File: src/lppd_pkg.sv
// Package for the length-prefixed packet deframer.
// Holds the channel payload structs, the front-to-back command format and fixed constants.
// No dependencies.
`timescale 1ns / 1ps
`default_nettype none

package lppd_pkg;

    // Fixed header layout
    localparam int SIZE_LO_POS = 2;
    localparam int SIZE_HI_POS = 3;
    localparam int ID_POS      = 6;
    localparam int ID_BYTES    = 4;
    localparam int CONN_ID_W   = 32;

    // Command queue between front and back; holds the body beats that arrive
    // while a header bursts out
    localparam int CMD_DEPTH   = 32;

    typedef struct packed {
        logic [7:0] rx_byte;
        logic       chunk_end;
    } t_in;

    typedef struct packed {
        logic [7:0] out_byte;
        logic       packet_last;
        logic       size_error;
    } t_out;

    typedef enum logic [1:0] {
        CMD_BODY,
        CMD_HDR,
        CMD_ERR
    } t_cmd_kind;

    typedef struct packed {
        t_cmd_kind  kind;
        logic [7:0] data;
        logic       last;
        logic       bank;
    } t_cmd;

    typedef struct packed {
        logic valid;
        logic bank;
    } t_hdr_done;

    typedef enum logic {
        BK_IDLE,
        BK_BURST
    } t_back_state;

endpackage

`default_nettype wire

File: src/lppd_cmd_fifo.sv
// Command queue between the deframer front and back.
// Register based, CMD_DEPTH entries; depends on lppd_pkg.
`timescale 1ns / 1ps
`default_nettype none

module lppd_cmd_fifo (
    input  wire logic          i_clk,
    input  wire logic          i_rst_n,
    input  wire logic          i_push,
    input  wire lppd_pkg::t_cmd i_cmd,
    output logic               o_full,
    input  wire logic          i_pop,
    output lppd_pkg::t_cmd     o_cmd,
    output logic               o_empty,
    output logic [$clog2(lppd_pkg::CMD_DEPTH):0] o_count
);

    localparam int PTR_W = $clog2(lppd_pkg::CMD_DEPTH);

    lppd_pkg::t_cmd r_mem [lppd_pkg::CMD_DEPTH];
    logic [PTR_W-1:0] r_wr_ptr, n_wr_ptr;
    logic [PTR_W-1:0] r_rd_ptr, n_rd_ptr;
    logic [PTR_W:0]   r_count, n_count;

    always_comb begin
        n_wr_ptr = r_wr_ptr;
        n_rd_ptr = r_rd_ptr;
        n_count  = r_count;
        if (i_push) begin
            n_wr_ptr = r_wr_ptr + PTR_W'(1);
        end
        if (i_pop) begin
            n_rd_ptr = r_rd_ptr + PTR_W'(1);
        end
        case ({i_push, i_pop})
            2'b10:   n_count = r_count + (PTR_W+1)'(1);
            2'b01:   n_count = r_count - (PTR_W+1)'(1);
            default: n_count = r_count;
        endcase
    end

    always_ff @(posedge i_clk) begin
        if (!i_rst_n) begin
            r_wr_ptr <= '0;
            r_rd_ptr <= '0;
            r_count  <= '0;
        end else begin
            r_wr_ptr <= n_wr_ptr;
            r_rd_ptr <= n_rd_ptr;
            r_count  <= n_count;
        end
    end

    always_ff @(posedge i_clk) begin
        if (i_push) begin
            r_mem[r_wr_ptr] <= i_cmd;
        end
    end

    assign o_cmd   = r_mem[r_rd_ptr];
    assign o_full  = (r_count == (PTR_W+1)'(lppd_pkg::CMD_DEPTH));
    assign o_empty = (r_count == '0);
    assign o_count = r_count;

endmodule

`default_nettype wire

File: src/lppd_front.sv
// Deframer front: takes stream bytes, gathers headers into two banks, checks the size
// and pushes body, header-burst and error commands. Depends on lppd_pkg.
`timescale 1ns / 1ps
`default_nettype none

module lppd_front #(
    parameter int HEADER_BYTES = 10,
    parameter int MAX_PACKET   = 6144
) (
    input  wire logic               i_clk,
    input  wire logic               i_rst_n,
    input  wire logic               i_in_valid,
    output logic                    o_in_stall,
    input  wire lppd_pkg::t_in      i_in_data,
    output logic                    o_push,
    output lppd_pkg::t_cmd          o_cmd,
    input  wire logic               i_full,
    input  wire lppd_pkg::t_hdr_done i_hdr_done,
    output logic [1:0][HEADER_BYTES-1:0][7:0] o_hdr_bank
);

    localparam int LEN_W  = $clog2(MAX_PACKET + 1);
    localparam int HIDX_W = $clog2(HEADER_BYTES);
    localparam logic [15:0] HB_16  = 16'(HEADER_BYTES);
    localparam logic [15:0] MAX_16 = 16'(MAX_PACKET);
    localparam bit HI_IS_LAST = (HEADER_BYTES - 1 == lppd_pkg::SIZE_HI_POS);

    logic [1:0][HEADER_BYTES-1:0][7:0] r_hdr;
    logic [LEN_W-1:0] r_seen, n_seen;
    logic [LEN_W-1:0] r_len, n_len;
    logic             r_discard, n_discard;
    logic             r_wbank, n_wbank;
    logic [1:0]       r_busy, n_busy;

    logic              w_accept;
    logic              w_hdr_phase;
    logic [HIDX_W-1:0] w_hidx;
    logic              w_hdr_complete;
    logic [LEN_W-1:0]  w_seen_inc;
    logic [7:0]        w_size_hi;
    logic [15:0]       w_size;
    logic              w_size_bad;
    logic              w_size_min;

    assign w_hdr_phase = (r_seen < LEN_W'(HEADER_BYTES));
    assign w_hidx      = r_seen[HIDX_W-1:0];
    assign w_seen_inc  = r_seen + LEN_W'(1);

    // stall when the queue is full, and hold header bytes while the back still bursts out this bank
    assign o_in_stall = i_full || (!r_discard && w_hdr_phase && r_busy[r_wbank]);
    assign w_accept   = i_in_valid && !o_in_stall;

    assign w_hdr_complete = (w_hidx == HIDX_W'(HEADER_BYTES - 1));
    // with a four byte header the completing byte is the size high byte itself
    assign w_size_hi  = HI_IS_LAST ? i_in_data.rx_byte
                                   : r_hdr[r_wbank][lppd_pkg::SIZE_HI_POS];
    assign w_size     = {w_size_hi, r_hdr[r_wbank][lppd_pkg::SIZE_LO_POS]};
    assign w_size_bad = (w_size < HB_16) || (w_size > MAX_16);
    assign w_size_min = (w_size == HB_16);

    always_comb begin
        n_seen      = r_seen;
        n_len       = r_len;
        n_discard   = r_discard;
        n_wbank     = r_wbank;
        n_busy      = r_busy;
        o_push      = 1'b0;
        o_cmd.kind  = lppd_pkg::CMD_BODY;
        o_cmd.data  = i_in_data.rx_byte;
        o_cmd.last  = 1'b0;
        o_cmd.bank  = r_wbank;

        if (i_hdr_done.valid) begin
            n_busy[i_hdr_done.bank] = 1'b0;
        end

        if (w_accept) begin
            if (r_discard) begin
                if (i_in_data.chunk_end) begin
                    n_discard = 1'b0;
                end
            end else if (w_hdr_phase) begin
                n_seen = w_seen_inc;
                if (w_hdr_complete) begin
                    o_push = 1'b1;
                    if (w_size_bad) begin
                        o_cmd.kind = lppd_pkg::CMD_ERR;
                        n_seen     = '0;
                        n_len      = '0;
                        n_discard  = !i_in_data.chunk_end;
                    end else begin
                        o_cmd.kind      = lppd_pkg::CMD_HDR;
                        o_cmd.last      = w_size_min;
                        n_busy[r_wbank] = 1'b1;
                        n_wbank         = ~r_wbank;
                        if (w_size_min) begin
                            n_seen = '0;
                            n_len  = '0;
                        end else begin
                            n_len = w_size[LEN_W-1:0];
                        end
                    end
                end
            end else begin
                o_push = 1'b1;
                if (w_seen_inc >= r_len) begin
                    o_cmd.last = 1'b1;
                    n_seen     = '0;
                    n_len      = '0;
                end else begin
                    n_seen = w_seen_inc;
                end
            end
        end
    end

    always_ff @(posedge i_clk) begin
        if (!i_rst_n) begin
            r_seen    <= '0;
            r_len     <= '0;
            r_discard <= 1'b0;
            r_wbank   <= 1'b0;
            r_busy    <= '0;
        end else begin
            r_seen    <= n_seen;
            r_len     <= n_len;
            r_discard <= n_discard;
            r_wbank   <= n_wbank;
            r_busy    <= n_busy;
        end
    end

    always_ff @(posedge i_clk) begin
        if (w_accept && !r_discard && w_hdr_phase) begin
            r_hdr[r_wbank][w_hidx] <= i_in_data.rx_byte;
        end
    end

    assign o_hdr_bank = r_hdr;

endmodule

`default_nettype wire

File: src/lppd_back.sv
// Deframer back: pops commands, bursts headers out of the banks with the connection id
// patched in, and drives the output register. Depends on lppd_pkg.
`timescale 1ns / 1ps
`default_nettype none

module lppd_back #(
    parameter int HEADER_BYTES = 10
) (
    input  wire logic                   i_clk,
    input  wire logic                   i_rst_n,
    input  wire logic                   i_empty,
    output logic                        o_pop,
    input  wire lppd_pkg::t_cmd         i_cmd,
    input  wire logic [1:0][HEADER_BYTES-1:0][7:0] i_hdr_bank,
    input  wire logic [lppd_pkg::CONN_ID_W-1:0] i_conn_id,
    output logic                        o_out_valid,
    input  wire logic                   i_out_stall,
    output lppd_pkg::t_out              o_out_data,
    output lppd_pkg::t_hdr_done         o_hdr_done
);

    localparam int HIDX_W = $clog2(HEADER_BYTES);
    localparam logic [HIDX_W-1:0] LAST_IDX = HIDX_W'(HEADER_BYTES - 1);

    function automatic logic [7:0] patch_byte(
        input logic [7:0]                    hdr_byte,
        input logic [HIDX_W-1:0]             idx,
        input logic [lppd_pkg::CONN_ID_W-1:0] conn_id
    );
        logic [7:0] v;
        v = hdr_byte;
        for (int k = 0; k < lppd_pkg::ID_BYTES; k++) begin
            if (int'(idx) == lppd_pkg::ID_POS + k) begin
                v = conn_id[8*k +: 8];
            end
        end
        return v;
    endfunction

    lppd_pkg::t_back_state r_state, n_state;
    logic [HIDX_W-1:0]     r_idx, n_idx;
    logic                  r_bank, n_bank;
    logic                  r_last, n_last;
    logic                  r_out_valid, n_out_valid;
    lppd_pkg::t_out        r_out_data, n_out_data;

    logic              w_load;
    logic              w_sel_bank;
    logic [HIDX_W-1:0] w_sel_idx;
    logic [7:0]        w_hdr_byte;

    assign w_load     = !r_out_valid || !i_out_stall;
    assign w_sel_bank = (r_state == lppd_pkg::BK_BURST) ? r_bank : i_cmd.bank;
    assign w_sel_idx  = (r_state == lppd_pkg::BK_BURST) ? r_idx : '0;
    assign w_hdr_byte = patch_byte(i_hdr_bank[w_sel_bank][w_sel_idx], w_sel_idx, i_conn_id);

    // next state
    always_comb begin
        n_state = r_state;
        case (r_state)
            lppd_pkg::BK_IDLE: begin
                if (w_load && !i_empty && i_cmd.kind == lppd_pkg::CMD_HDR) begin
                    n_state = lppd_pkg::BK_BURST;
                end
            end
            lppd_pkg::BK_BURST: begin
                if (w_load && r_idx == LAST_IDX) begin
                    n_state = lppd_pkg::BK_IDLE;
                end
            end
            default: n_state = lppd_pkg::BK_IDLE;
        endcase
    end

    // outputs and datapath
    always_comb begin
        o_pop            = 1'b0;
        o_hdr_done.valid = 1'b0;
        o_hdr_done.bank  = r_bank;
        n_idx            = r_idx;
        n_bank           = r_bank;
        n_last           = r_last;
        n_out_valid      = r_out_valid;
        n_out_data       = r_out_data;
        case (r_state)
            lppd_pkg::BK_IDLE: begin
                if (w_load) begin
                    n_out_valid = 1'b0;
                    if (!i_empty) begin
                        o_pop       = 1'b1;
                        n_out_valid = 1'b1;
                        n_out_data.size_error  = 1'b0;
                        n_out_data.packet_last = i_cmd.last;
                        n_out_data.out_byte    = i_cmd.data;
                        case (i_cmd.kind)
                            lppd_pkg::CMD_ERR: begin
                                n_out_data.out_byte    = '0;
                                n_out_data.packet_last = 1'b0;
                                n_out_data.size_error  = 1'b1;
                            end
                            lppd_pkg::CMD_HDR: begin
                                // first header byte goes out now, the rest follow
                                n_out_data.out_byte    = w_hdr_byte;
                                n_out_data.packet_last = 1'b0;
                                n_idx  = HIDX_W'(1);
                                n_bank = i_cmd.bank;
                                n_last = i_cmd.last;
                            end
                            default: begin
                                n_out_data.out_byte = i_cmd.data;
                            end
                        endcase
                    end
                end
            end
            lppd_pkg::BK_BURST: begin
                if (w_load) begin
                    n_out_valid            = 1'b1;
                    n_out_data.out_byte    = w_hdr_byte;
                    n_out_data.size_error  = 1'b0;
                    n_out_data.packet_last = r_last && (r_idx == LAST_IDX);
                    n_idx                  = r_idx + HIDX_W'(1);
                    if (r_idx == LAST_IDX) begin
                        // release the bank to the front
                        o_hdr_done.valid = 1'b1;
                    end
                end
            end
            default: begin
                n_out_valid = 1'b0;
            end
        endcase
    end

    always_ff @(posedge i_clk) begin
        if (!i_rst_n) begin
            r_state     <= lppd_pkg::BK_IDLE;
            r_out_valid <= 1'b0;
        end else begin
            r_state     <= n_state;
            r_out_valid <= n_out_valid;
        end
    end

    always_ff @(posedge i_clk) begin
        r_idx      <= n_idx;
        r_bank     <= n_bank;
        r_last     <= n_last;
        r_out_data <= n_out_data;
    end

    assign o_out_valid = r_out_valid;
    assign o_out_data  = r_out_data;

endmodule

`default_nettype wire

File: src/length_prefixed_packet_deframer_top.sv
// A body byte, a size error or a header's first byte passes the command queue and the output
// register; the rest of the header follows one byte a cycle while the output is not stalled.
// Throughput: one input and one output beat per cycle unless stalled, set by the single output
// register and the two header banks; a 32-entry command queue absorbs each header burst.
// Reset (synchronous, active low) clears the counters, discard flag, queue and output valid.
`timescale 1ns / 1ps
`default_nettype none

module length_prefixed_packet_deframer_top #(
    parameter int HEADER_BYTES = 10,
    parameter int MAX_PACKET   = 6144
) (
    input  wire logic           i_clk,
    input  wire logic           i_rst_n,
    input  wire logic           i_in_valid,
    output logic                o_in_stall,
    input  wire lppd_pkg::t_in  i_in_data,
    output logic                o_out_valid,
    input  wire logic           i_out_stall,
    output lppd_pkg::t_out      o_out_data,
    input  wire logic           i_cfg_valid,
    output logic                o_cfg_ready,
    input  wire logic [lppd_pkg::CONN_ID_W-1:0] i_cfg_data
);

    logic [lppd_pkg::CONN_ID_W-1:0] r_conn_id;

    logic                 w_push;
    logic                 w_pop;
    logic                 w_full;
    logic                 w_empty;
    lppd_pkg::t_cmd       w_push_cmd;
    lppd_pkg::t_cmd       w_head_cmd;
    lppd_pkg::t_hdr_done  w_hdr_done;
    logic [$clog2(lppd_pkg::CMD_DEPTH):0]      w_count;
    logic [1:0][HEADER_BYTES-1:0][7:0]         w_hdr_bank;

    assign o_cfg_ready = 1'b1;

    always_ff @(posedge i_clk) begin
        if (!i_rst_n) begin
            r_conn_id <= '0;
        end else if (i_cfg_valid && o_cfg_ready) begin
            r_conn_id <= i_cfg_data;
        end
    end

    lppd_front #(
        .HEADER_BYTES (HEADER_BYTES),
        .MAX_PACKET   (MAX_PACKET)
    ) u_front (
        .i_clk      (i_clk),
        .i_rst_n    (i_rst_n),
        .i_in_valid (i_in_valid),
        .o_in_stall (o_in_stall),
        .i_in_data  (i_in_data),
        .o_push     (w_push),
        .o_cmd      (w_push_cmd),
        .i_full     (w_full),
        .i_hdr_done (w_hdr_done),
        .o_hdr_bank (w_hdr_bank)
    );

    lppd_cmd_fifo u_fifo (
        .i_clk   (i_clk),
        .i_rst_n (i_rst_n),
        .i_push  (w_push),
        .i_cmd   (w_push_cmd),
        .o_full  (w_full),
        .i_pop   (w_pop),
        .o_cmd   (w_head_cmd),
        .o_empty (w_empty),
        .o_count (w_count)
    );

    lppd_back #(
        .HEADER_BYTES (HEADER_BYTES)
    ) u_back (
        .i_clk       (i_clk),
        .i_rst_n     (i_rst_n),
        .i_empty     (w_empty),
        .o_pop       (w_pop),
        .i_cmd       (w_head_cmd),
        .i_hdr_bank  (w_hdr_bank),
        .i_conn_id   (r_conn_id),
        .o_out_valid (o_out_valid),
        .i_out_stall (i_out_stall),
        .o_out_data  (o_out_data),
        .o_hdr_done  (w_hdr_done)
    );

    a_no_push_when_full: assert property (@(posedge i_clk) disable iff (!i_rst_n)
        w_push |-> !w_full)
        else $error("command pushed into a full queue");

    a_count_bounded: assert property (@(posedge i_clk) disable iff (!i_rst_n)
        w_count <= ($clog2(lppd_pkg::CMD_DEPTH) + 1)'(lppd_pkg::CMD_DEPTH))
        else $error("command queue count out of range");

    a_error_beat_clean: assert property (@(posedge i_clk) disable iff (!i_rst_n)
        (o_out_valid && o_out_data.size_error) |->
            (o_out_data.out_byte == 8'd0 && !o_out_data.packet_last))
        else $error("size error beat carries data or last flag");

    a_pop_only_with_data: assert property (@(posedge i_clk) disable iff (!i_rst_n)
        w_pop |-> !w_empty)
        else $error("command popped from an empty queue");

endmodule

`default_nettype wire

File: config.mk
export PLATFORM = sky130hd
export DESIGN_NAME = length_prefixed_packet_deframer_top
export DESIGN_NICKNAME = d
export VERILOG_FILES = /design/src/lppd_pkg.sv /design/src/lppd_cmd_fifo.sv /design/src/lppd_front.sv /design/src/lppd_back.sv /design/src/length_prefixed_packet_deframer_top.sv
export SDC_FILE = /design/constraint.sdc
export NUM_CORES = 1
export LEC_CHECK = 0
export BUFFER_PORTS_ARGS = -buffer_cell sky130_fd_sc_hd__clkbuf_2
export CELL_PAD_IN_SITES_DETAIL_PLACEMENT = 0
export CELL_PAD_IN_SITES_GLOBAL_PLACEMENT = 2
export CORE_MARGIN = 3
export CORE_UTILIZATION = 53
export CTS_BUF_LIST = sky130_fd_sc_hd__clkbuf_4 sky130_fd_sc_hd__clkbuf_8
export DETAILED_ROUTE_END_ITERATION = 10
export HOLD_SLACK_MARGIN = 0.06
export PLACE_DENSITY_LB_ADDON = 0.15
export SLEW_MARGIN = 30
export SYNTH_ARGS = -nofsm -noshare
export SYNTH_HDL_FRONTEND = slang
export SYNTH_SLANG_ARGS = --single-unit
File: constraint.sdc
create_clock -name i_clk -period 11.1 [get_ports i_clk]
set_input_delay 1.11 -clock i_clk [delete_from_list [all_inputs] [get_ports i_clk]]
set_output_delay 1.11 -clock i_clk [all_outputs]
set_load 0.01 [all_outputs]
* After elaboration in Yosys (flattened, before gate mapping)
Memory sizes are Yosys's and may differ from the RTL's. A register that Yosys moved wholly into a read port is not among the register bits.
Cells that the tools add are included.
** Storage, ports and cells
- Output and inout bits :: 13
- Bits in writable memories :: 384
- Word-level logic and storage cells :: 201
- Register bits after elaboration :: 256
- Memories :: 1
** Cells by class
- Reductions and logical operators :: 32
- Order comparisons :: 12
- $add $sub $neg :: 6
- Mux-type cells :: 88
- Bitwise gates (word level) :: 8
- Equal/unequal tests :: 17
** Memories
- u_fifo.r_mem :: depth 32, width 12, rd ports 1, clocked after Yosys merged registers in 1, wr ports 1, RTL line lppd_cmd_fifo.sv:20 : lppd_pkg::t_cmd r_mem [lppd_pkg::CMD_DEPTH];
** Operators with widths (count)
- 2-to-1 mux 80 bit :: 3
- bitwise mux 160 bit :: 1
- 2-to-1 mux 13 bit :: 10
- demux 80 bit (select 1 bit) :: 1
- 2-to-1 mux 32 bit :: 2
- 2-to-1 mux 8 bit :: 6
- 2-to-1 mux 1 bit :: 34
- binary-select mux 8 bit (select 4 bit) :: 1
- demux 8 bit (select 4 bit) :: 1
- 2-to-1 mux 10 bit :: 3
- equality test 4 bit (second input constant) :: 6
- 2-to-1 mux 2 bit :: 11
- 2-to-1 mux 4 bit :: 5
- one-hot mux 10 bit (2 select lines) :: 1
- equality test 16 x 4 -> 1 bit (second input constant) :: 1
- > comparator 16 x 13 -> 1 bit (second input constant) :: 1
- < comparator 16 x 4 -> 1 bit (second input constant) :: 1
- one-hot mux 8 bit (2 select lines) :: 1
- adder 13 x 1 -> 13 bit (second input constant) :: 1
- greater-or-equal comparator 13 bit :: 1
- < comparator 13 x 4 -> 1 bit (second input constant) :: 1
- logical AND 1 bit :: 12
- one-hot mux 6 bit (2 select lines) :: 1
- AND reduction 4 bit :: 3
- 29 further kinds :: 55

* Longest topological paths before layout
Gate-level depths: netlist of the first run.
- Depth in word-level cells :: 13
- Gate-level depth with buffers :: 17
- Mapped depth without buffers :: 14

* Modules after synthesis
Synthesis of the first run repeated with hierarchy kept, for this count alone.
** Second synthesis, totals
- Cell total of the unflattened synthesis :: 1769
- Area, all modules :: 27127.3 um2
** By module, submodules not included
- lppd_cmd_fifo :: seq. area each 11951.5 um2, cells an instance 846, times used 1, area an instance 15924.0 um2
- lppd_front :: seq. area each 5405.2 um2, cells an instance 441, times used 1, area an instance 7189.4 um2
- lppd_back :: seq. area each 520.5 um2, cells an instance 377, times used 1, area an instance 2758.9 um2
- length_prefixed_packet_deframer_top :: seq. area each 640.6 um2, cells an instance 105, times used 1, area an instance 1255.0 um2

* Least setup slack after synthesis of the first run
Ideal clock, no wire load.
- Kind :: register to register
- Start point :: reg u_front.r_seen[3]
- End point :: mem u_fifo.r_mem[0][1] (netlist name) (data pin)
- Arrival time :: 3.723 ns
- Buffers on the path :: 1
- Setup time :: 0.445 ns
- Required time :: 10.655 ns
- Stages on the path, launching flop included :: 13
- Slack :: 6.932 ns
- Cell sequence :: dfxtp_1 -> buf_4 -> and3_1 -> and3_1 -> and3_1 -> and3_1 -> xor2_1 -> ha_1 -> o21ai_0 -> or3_1 -> o31ai_1 -> nor2_1 -> nor3_1
** RTL lines
- start: declaration :: RTL line lppd_front.sv:29 : logic [LEN_W-1:0] r_seen, n_seen;
- start signal: assignment :: RTL line lppd_front.sv:125 : r_seen <= n_seen;
- end: declaration :: RTL line lppd_cmd_fifo.sv:20

==> results of run 1 <==
-- path summary, 6_finish.rpt --
check	end	cells after the start	slack, ns	start
setup reg to reg	u_back.o_out_data[2]	14	6.24	flop
hold / removal	u_front.r_len[6]	2	0.46	u_front.r_len[6]
hold reg to reg	u_front.r_len[6]	2	0.46	u_front.r_len[6]
setup / recovery	u_back.o_out_data[2]	14	6.24	flop
-- flip-flops by register name (all words and copies together), names as in the netlist, named ones only --
signal,cells
r_conn_id,32
u_back.o_out_data,10
u_back.o_out_valid,1
u_back.r_bank,1
u_back.r_idx,4
u_back.r_last,1
u_back.r_state,1
u_fifo.o_count,6
u_fifo.r_mem,384
u_fifo.r_rd_ptr,5
u_fifo.r_wr_ptr,5
u_front.o_hdr_bank,146
u_front.r_busy,2
u_front.r_discard,1
u_front.r_len,13
u_front.r_seen,13
u_front.r_wbank,1
-- cells by family (layout without fill, tap and decap cells) --
group | Yosys count | count (layout) | share of synthesized area
DFF | 631 | 631 | 0.694
and+or+nand+nor | 342 | 342 | 0.0614
muxes | 226 | 226 | 0.144
AOI/OAI and AO/OA | 212 | 212 | 0.0570
buffers and inverters | 122 | 317 | 0.0191
xor gates and xnor gates | 31 | 31 | 0.0104
adders and majority gates | 29 | 29 | 0.0139
other | 1 | 1 | 0.000144
-- layout make-up --
type                            instances  share of cell area
Inverter                               36             0.00462
Timing Repair Buffer                   99              0.0211
Tap cell                              656              0.0281
Clock buffer                          146              0.0602
Clock inverter                         36             0.00920
Multi-Input combinational cell        841               0.258
Sequential cell                       631               0.619
-- worst register-to-register path: cells and delay by family (launching register included) --
| kind | cells | cell delay [ns] |
|---|---|---|
| DFF | 1 | 0.88 |
| muxes | 3 | 1.50 |
| buffers and inverters | 3 | 0.83 |
| and+or+nand+nor | 2 | 0.26 |
| adders and majority gates | 1 | 0.33 |
| AOI/OAI and AO/OA | 5 | 0.79 |
-- metal layers --
| layer | global-route usage | vias to the layer above | wire (um) |
|---|---|---|---|
| li1 | - | 6543 | - |
| met2 | 0.390 | 497 | 30900 |
| met1 | 0.341 | 7573 | 26900 |
| met3 | 0.0470 | 118 | 3670 |
| met4 | 0.0909 | 0 | 2030 |
| met5 | 0 | - | 0 |
-- cells in the final DEF, fill, tap and decap left out, types with 17 or more instances in the layout --
cell type	count
nand3_1	31
buf_4	40
nor3_1	17
mux2_2	19
dfxtp_1	81
a21oi_1	44
xor2_1	17
clkbuf_2	51
clkbuf_4	43
a22oi_1	28
mux2i_1	90
clkinv_1	19
ha_1	29
o21ai_0	31
nand2_1	61
nor2_1	135
mux4_2	117
clkbuf_8	106
edfxtp_1	546
inv_1	35
-- where the power goes --
part           internal, mW  switching [mW]
clock                  1.09           0.906
combinational         0.408           0.428
sequential             2.64           0.112
total                  4.13            1.45
==> key figures, run 1 <==
Status
  – Status: complete, no violations

Critical path
  – Top Family by Delay on Critical Path: multiplexers
  – Top cell by count, worst path: o21ai_0
  – CP Max Fanout: 53
  – CP Launch Type: flop
  – Buf+Inv Stages, Crit Path: 3
  – Crit-path slowest cell: dfxtp_4
  – WP data arrival: 5.29 ns
  – CP max stage delay: 0.88 ns
  – CP Capture Type: flop
  – Req. time, crit path: about 12 ns
  – Crit-path cells: buf_6 > mux4_2 > mux4_2 > mux2i_1 > inv_1 > ha_1 > inv_1 > a21oi_1 > nor2_1 > o21ai_0 > nor2_1 > o21ai_0 > o221a_2 > o21ai_0
  – CP Class: flop to flop

Routing
  – WL/cell: ~26 um
  – # DRC: 0
  – Post-DR vias/cell: between 6 and 7
  – Total number of vias: approximately 15000
  – DRT Pass-1 Iters: 5
  – WL final: 63400 um
  – DRT antenna net count: 0
  – DRT iter0 DRCs: 1314

CTS
  – Post-cts sizing count: 0
  – H-tree depth: 3
  – CTS tree: yes
  – Clk slew on worst S/H paths: roughly 0.060 ns
  – Post-CTS setup buffer count: 0
  – Root Buffer: clkbuf_8
  – Clk_lat worst skew: between 0.7 and 0.8 ns
  – Clock Tree Buf Depth: 3
  – Num Clock Sinks: 631
  – Num CTS Buffers: 100
  – Cts hold-fix bufs: 0

GRT
  – Vias in the first global route: between 10000 and 15000
  – GRT Total Usage: 0.245
  – First-pass GRT wire length: roughly 95000 um
  – Initial antenna violation count: 0
  – Largest net degree at the start of global routing: 69
  – GR Overflow Total: 0

Timing
  – Final Hold Fails: 0
  – Actual slew at the worst max-slew pin: 0.994 ns
  – Min cycle time layout: slightly below 5 ns
  – Max-Slew Margin vs Limit: 0.332
  – Final setup vio count: 0
  – Hold slack final: 0.455 ns
  – Final WS setup: ~6.2 ns
  – Crit share post-route: 0.438
  – Post-Route Skew: 0.0304 ns
  – F_max: 206 MHz
  – RSZ-0062 raised after global routing: no
  – TNS Setup: 0 ns
  – Pins over their slew limit: 0

Place
  – Post-place setup slack: 6.18 ns
  – GP Congestion: 0.803
  – Area after DPL: between 20000 and 30000 sq um
  – Placed Instances: ~2300
  – I/O Buffers: 57
  – Detail Placement HPWL: 39000 um

Layout
  – Antenna diodes: 0
  – Area taken by multi-input logic gates: between 7000 and 8000 sq um
  – Non-filler cells, final: 2445
  – Layout cells sized above 1: 0.241
  – Util after Layout: 0.607
  – Register area: about 18000 sq um
  – Area delta synth->final: 12.1%
  – Nets: around 1800
  – Layout fillers: approximately 3700
  – Post-route cell area: a little under 30000 sq um

Synthesis
  – Yosys reg bits: around 630
  – Post-synth top cells: 546 x edfxtp_1, 144 x nor2_1, 117 x mux4_2
  – Mapped Nets: 1669
  – Count leader, synth: edfxtp_1
  – Mean Syn Cell Area: 16.4 sq um
  – Largest area contributor in the netlist: edfxtp_1
  – Seq/Total Area, Yosys: 0.694
  – Post-synth ARST share: 0
  – Synthesized area: 26100 sq um
  – EDFF count, synth: 546
  – Synth Instances: 1594
  – Yosys cell types: 71
  – Largest cells by area after synthesis: edfxtp_1 63%, mux4_2 10%, dfxtp_1 6.5%, mux2i_1 3.5%, nor2_1 2.1%
  – Predominant post-synthesis flop cell: edfxtp_1
  – Yosys top cell area share: 0.629
  – Yosys warns: 0

Die
  – DIE AREA: between 50000 and 60000 sq um
  – Initial Util: 0.542
  – # IOs: a little under 60
  – Die boundary width: 228 um
  – Die H: about 230 um
  – Row Count: 80
  – Core area: between 40000 and 50000 sq um

Power and ir drop
  – Leakage: around 10 nW
  – Pwr dens: 191 nW/um^2
  – Max IR drop VDD: ~0.00015 V
  – Total Power: about 5.6 mW

Run
  – Max Cap Viol: 0

Worst hold path
  – Hold Crit Class: flop to flop
Note: power is estimated with default switching activity, not from simulation.
==> run 2, diff against run 1 <==
CORE_UTILIZATION = 44   (was 53)
clock period = 4.4 ns   (was 11.1 ns; I/O delays follow)
==> run 2 against run 1 <==
Effect of this change: sequential cell count stayed put; clock skew is 0.012 ns higher; via count is 1.1% higher; core utilization is 9.1 points lower; first-iteration DRC count is 1.3% higher; register-to-register slack worse by 5.7 ns; sequential power is 150% higher; combinational power grew to 2.8 times the previous value; hold slack worse by 0.30 ns; wire length is 6.6% higher; total power grew to 2.6 times the previous value; highest routed layer unchanged.
==> key figures, run 2 (synthesized netlist as in run 1, its figures left out) <==
Status
  – Status: complete, no violations

GRT
  – Largest net degree at the start of global routing: 68
  – Vias in the first global route: 15400
  – First-pass GRT wire length: slightly above 100000 um
  – Initial antenna violation count: 2
  – GRT Total Usage: 0.218
  – GR Overflow Total: 0

Place
  – GP Congestion: 0.768
  – Area after DPL: approximately 28000 sq um
  – Post-place setup slack: a little under 0.6 ns
  – Detail Placement HPWL: 42600 um
  – I/O Buffers: 57
  – Placed Instances: 2407

CTS
  – Post-cts sizing count: 0
  – H-tree depth: 3
  – Root Buffer: clkbuf_8
  – CTS tree: yes
  – Clk slew on worst S/H paths: ~0.060 ns
  – Clock Tree Buf Depth: 3
  – Num Clock Sinks: 631
  – Num CTS Buffers: 102
  – Clk_lat worst skew: roughly 0.70 ns

Timing
  – Hold slack final: between 0.15 and 0.2 ns
  – Final setup vio count: 0
  – Min cycle time layout: 3.83 ns
  – Pins over their slew limit: 0
  – Final WS setup: ~0.57 ns
  – F_max: between 200 and 300 MHz
  – Crit share post-route: 0.870
  – Actual slew at the worst max-slew pin: 0.819 ns
  – Final Hold Fails: 0
  – RSZ-0062 raised after global routing: no
  – Max-Slew Margin vs Limit: 0.454
  – TNS Setup: 0 ns
  – Post-Route Skew: around 0.042 ns

Critical path
  – CP Launch Type: flop
  – Crit-path slowest cell: dfxtp_4
  – WP data arrival: between 4 and 5 ns
  – Top cell by count, worst path: o21ai_0
  – Req. time, crit path: 4.93 ns
  – CP max stage delay: 0.62 ns
  – CP Max Fanout: 26
  – Crit-path cells: mux4_2 > mux4_2 > mux2i_1 > ha_1 > inv_1 > a21oi_1 > buf_4 > nor2_1 > o21ai_0 > nor2_1 > o21ai_0 > o221a_2 > o21ai_0
  – CP Capture Type: flop
  – Worst reg-to-reg setup slack: between 0.5 and 0.6 ns
  – FF-to-FF End: u_back.o_out_data[4]
  – FF-to-FF path depth: 13
  – CP Class: flop to flop

Die
  – DIE AREA: roughly 62000 sq um
  – Initial Util: 0.448
  – Core area: between 50000 and 60000 sq um
  – Row Count: 88
  – # IOs: 59
  – Die boundary width: 249 um
  – Die H: approximately 250 um

Layout
  – Area delta synth->final: 15.2%
  – Largest Register: u_fifo.r_mem
  – Layout fillers: approximately 4900
  – Post-route cell area: between 30000 and 40000 sq um
  – Layout cells sized above 1: 0.249
  – Non-filler cells, final: approximately 2600
  – Nets: about 1900
  – Util after Layout: 0.516
  – Max reg flops: between 300 and 400
  – Most frequent cells in the layout: 546 x edfxtp_1, 144 x nor2_1, 118 x clkbuf_8
  – Most common cell after layout, fill and taps aside: edfxtp_1

Routing
  – Post-DR vias/cell: about 5.7
  – DRT iter0 DRCs: 1331
  – # DRC: 0
  – Total number of vias: 14900
  – WL final: between 60000 and 70000 um
  – DRT antenna net count: 0
  – DRT Pass-1 Iters: 7
  – WL/cell: about 26 um

Run
  – Max Cap Viol: 0

Worst hold path
  – Min-Delay Endpoint: u_back.o_out_valid
  – Hold Path Cell Cnt: 3
  – Hold Crit Start: i_out_stall
  – Hold Crit Class: primary input to flop

Power and ir drop
  – Max IR drop VDD: 0.000272 V
  – Total Power: ~14 mW
  – Leakage: around 10 nW
  – Pwr dens: about 480 nW/um^2
run 2: final cells by class:
| type | instances | area (sq um) | share of cell area |
|---|---|---|---|
| timing repair buffer | 168 | 1220 | 0.0407 |
| inverter | 36 | 135 | 0.00450 |
| sequential | 631 | 18100 | 0.603 |
| tap | 765 | 957 | 0.0319 |
| clock inverter | 29 | 223 | 0.00742 |
| antenna | 1 | 2.50 | 0.0000833 |
| clock buffer | 153 | 1890 | 0.0628 |
| multi-input combinational | 841 | 7490 | 0.250 |
run 2: timing repair:
item | CTS | global route
endpoints found under the hold margin | 35 | 0
buffers inserted | 0 | 0
hold buffers | 34 | 0
run 2: routing by layer:
metal	vias to the layer above	track usage	share of wire
li1	6690	-	-
met4	0	0.0789	0.031
met1	7685	0.296	0.43
met3	114	0.0343	0.046
met5	-	0	0
met2	406	0.358	0.49
run 2: worst max-delay path: cells and delay by family, from the launching register on:
kind	cells	cell delay (ns)
adders and majority gates	1	0.32
buffers and inverters	2	0.25
DFF	1	0.62
AOI/OAI and AO/OA	5	0.53
and+or+nand+nor	2	0.50
muxes	3	1.45
run 2: power by group:
| part | switching, mW | internal [mW] | total, mW |
|---|---|---|---|
| sequential | 0.219 | 6.65 | 6.87 |
| combinational | 1.22 | 1.09 | 2.31 |
| clock | 2.30 | 2.86 | 5.16 |
| total | 3.74 | 10.6 | 14.3 |
run 2: how the worst max path moves through the flow:
stage	slack, ns	depth (start not counted)	to
CTS	0.57	13	u_back.o_out_data[4]
finish	0.57	13	u_back.o_out_data[4]
floorplan	0.23	12	u_fifo.r_mem[0][1]
global route	0.31	13	u_back.o_out_data[2]
detailed placement	0.59	13	u_back.o_out_data[4]
global placement	0.61	10	u_back.o_out_data[3]
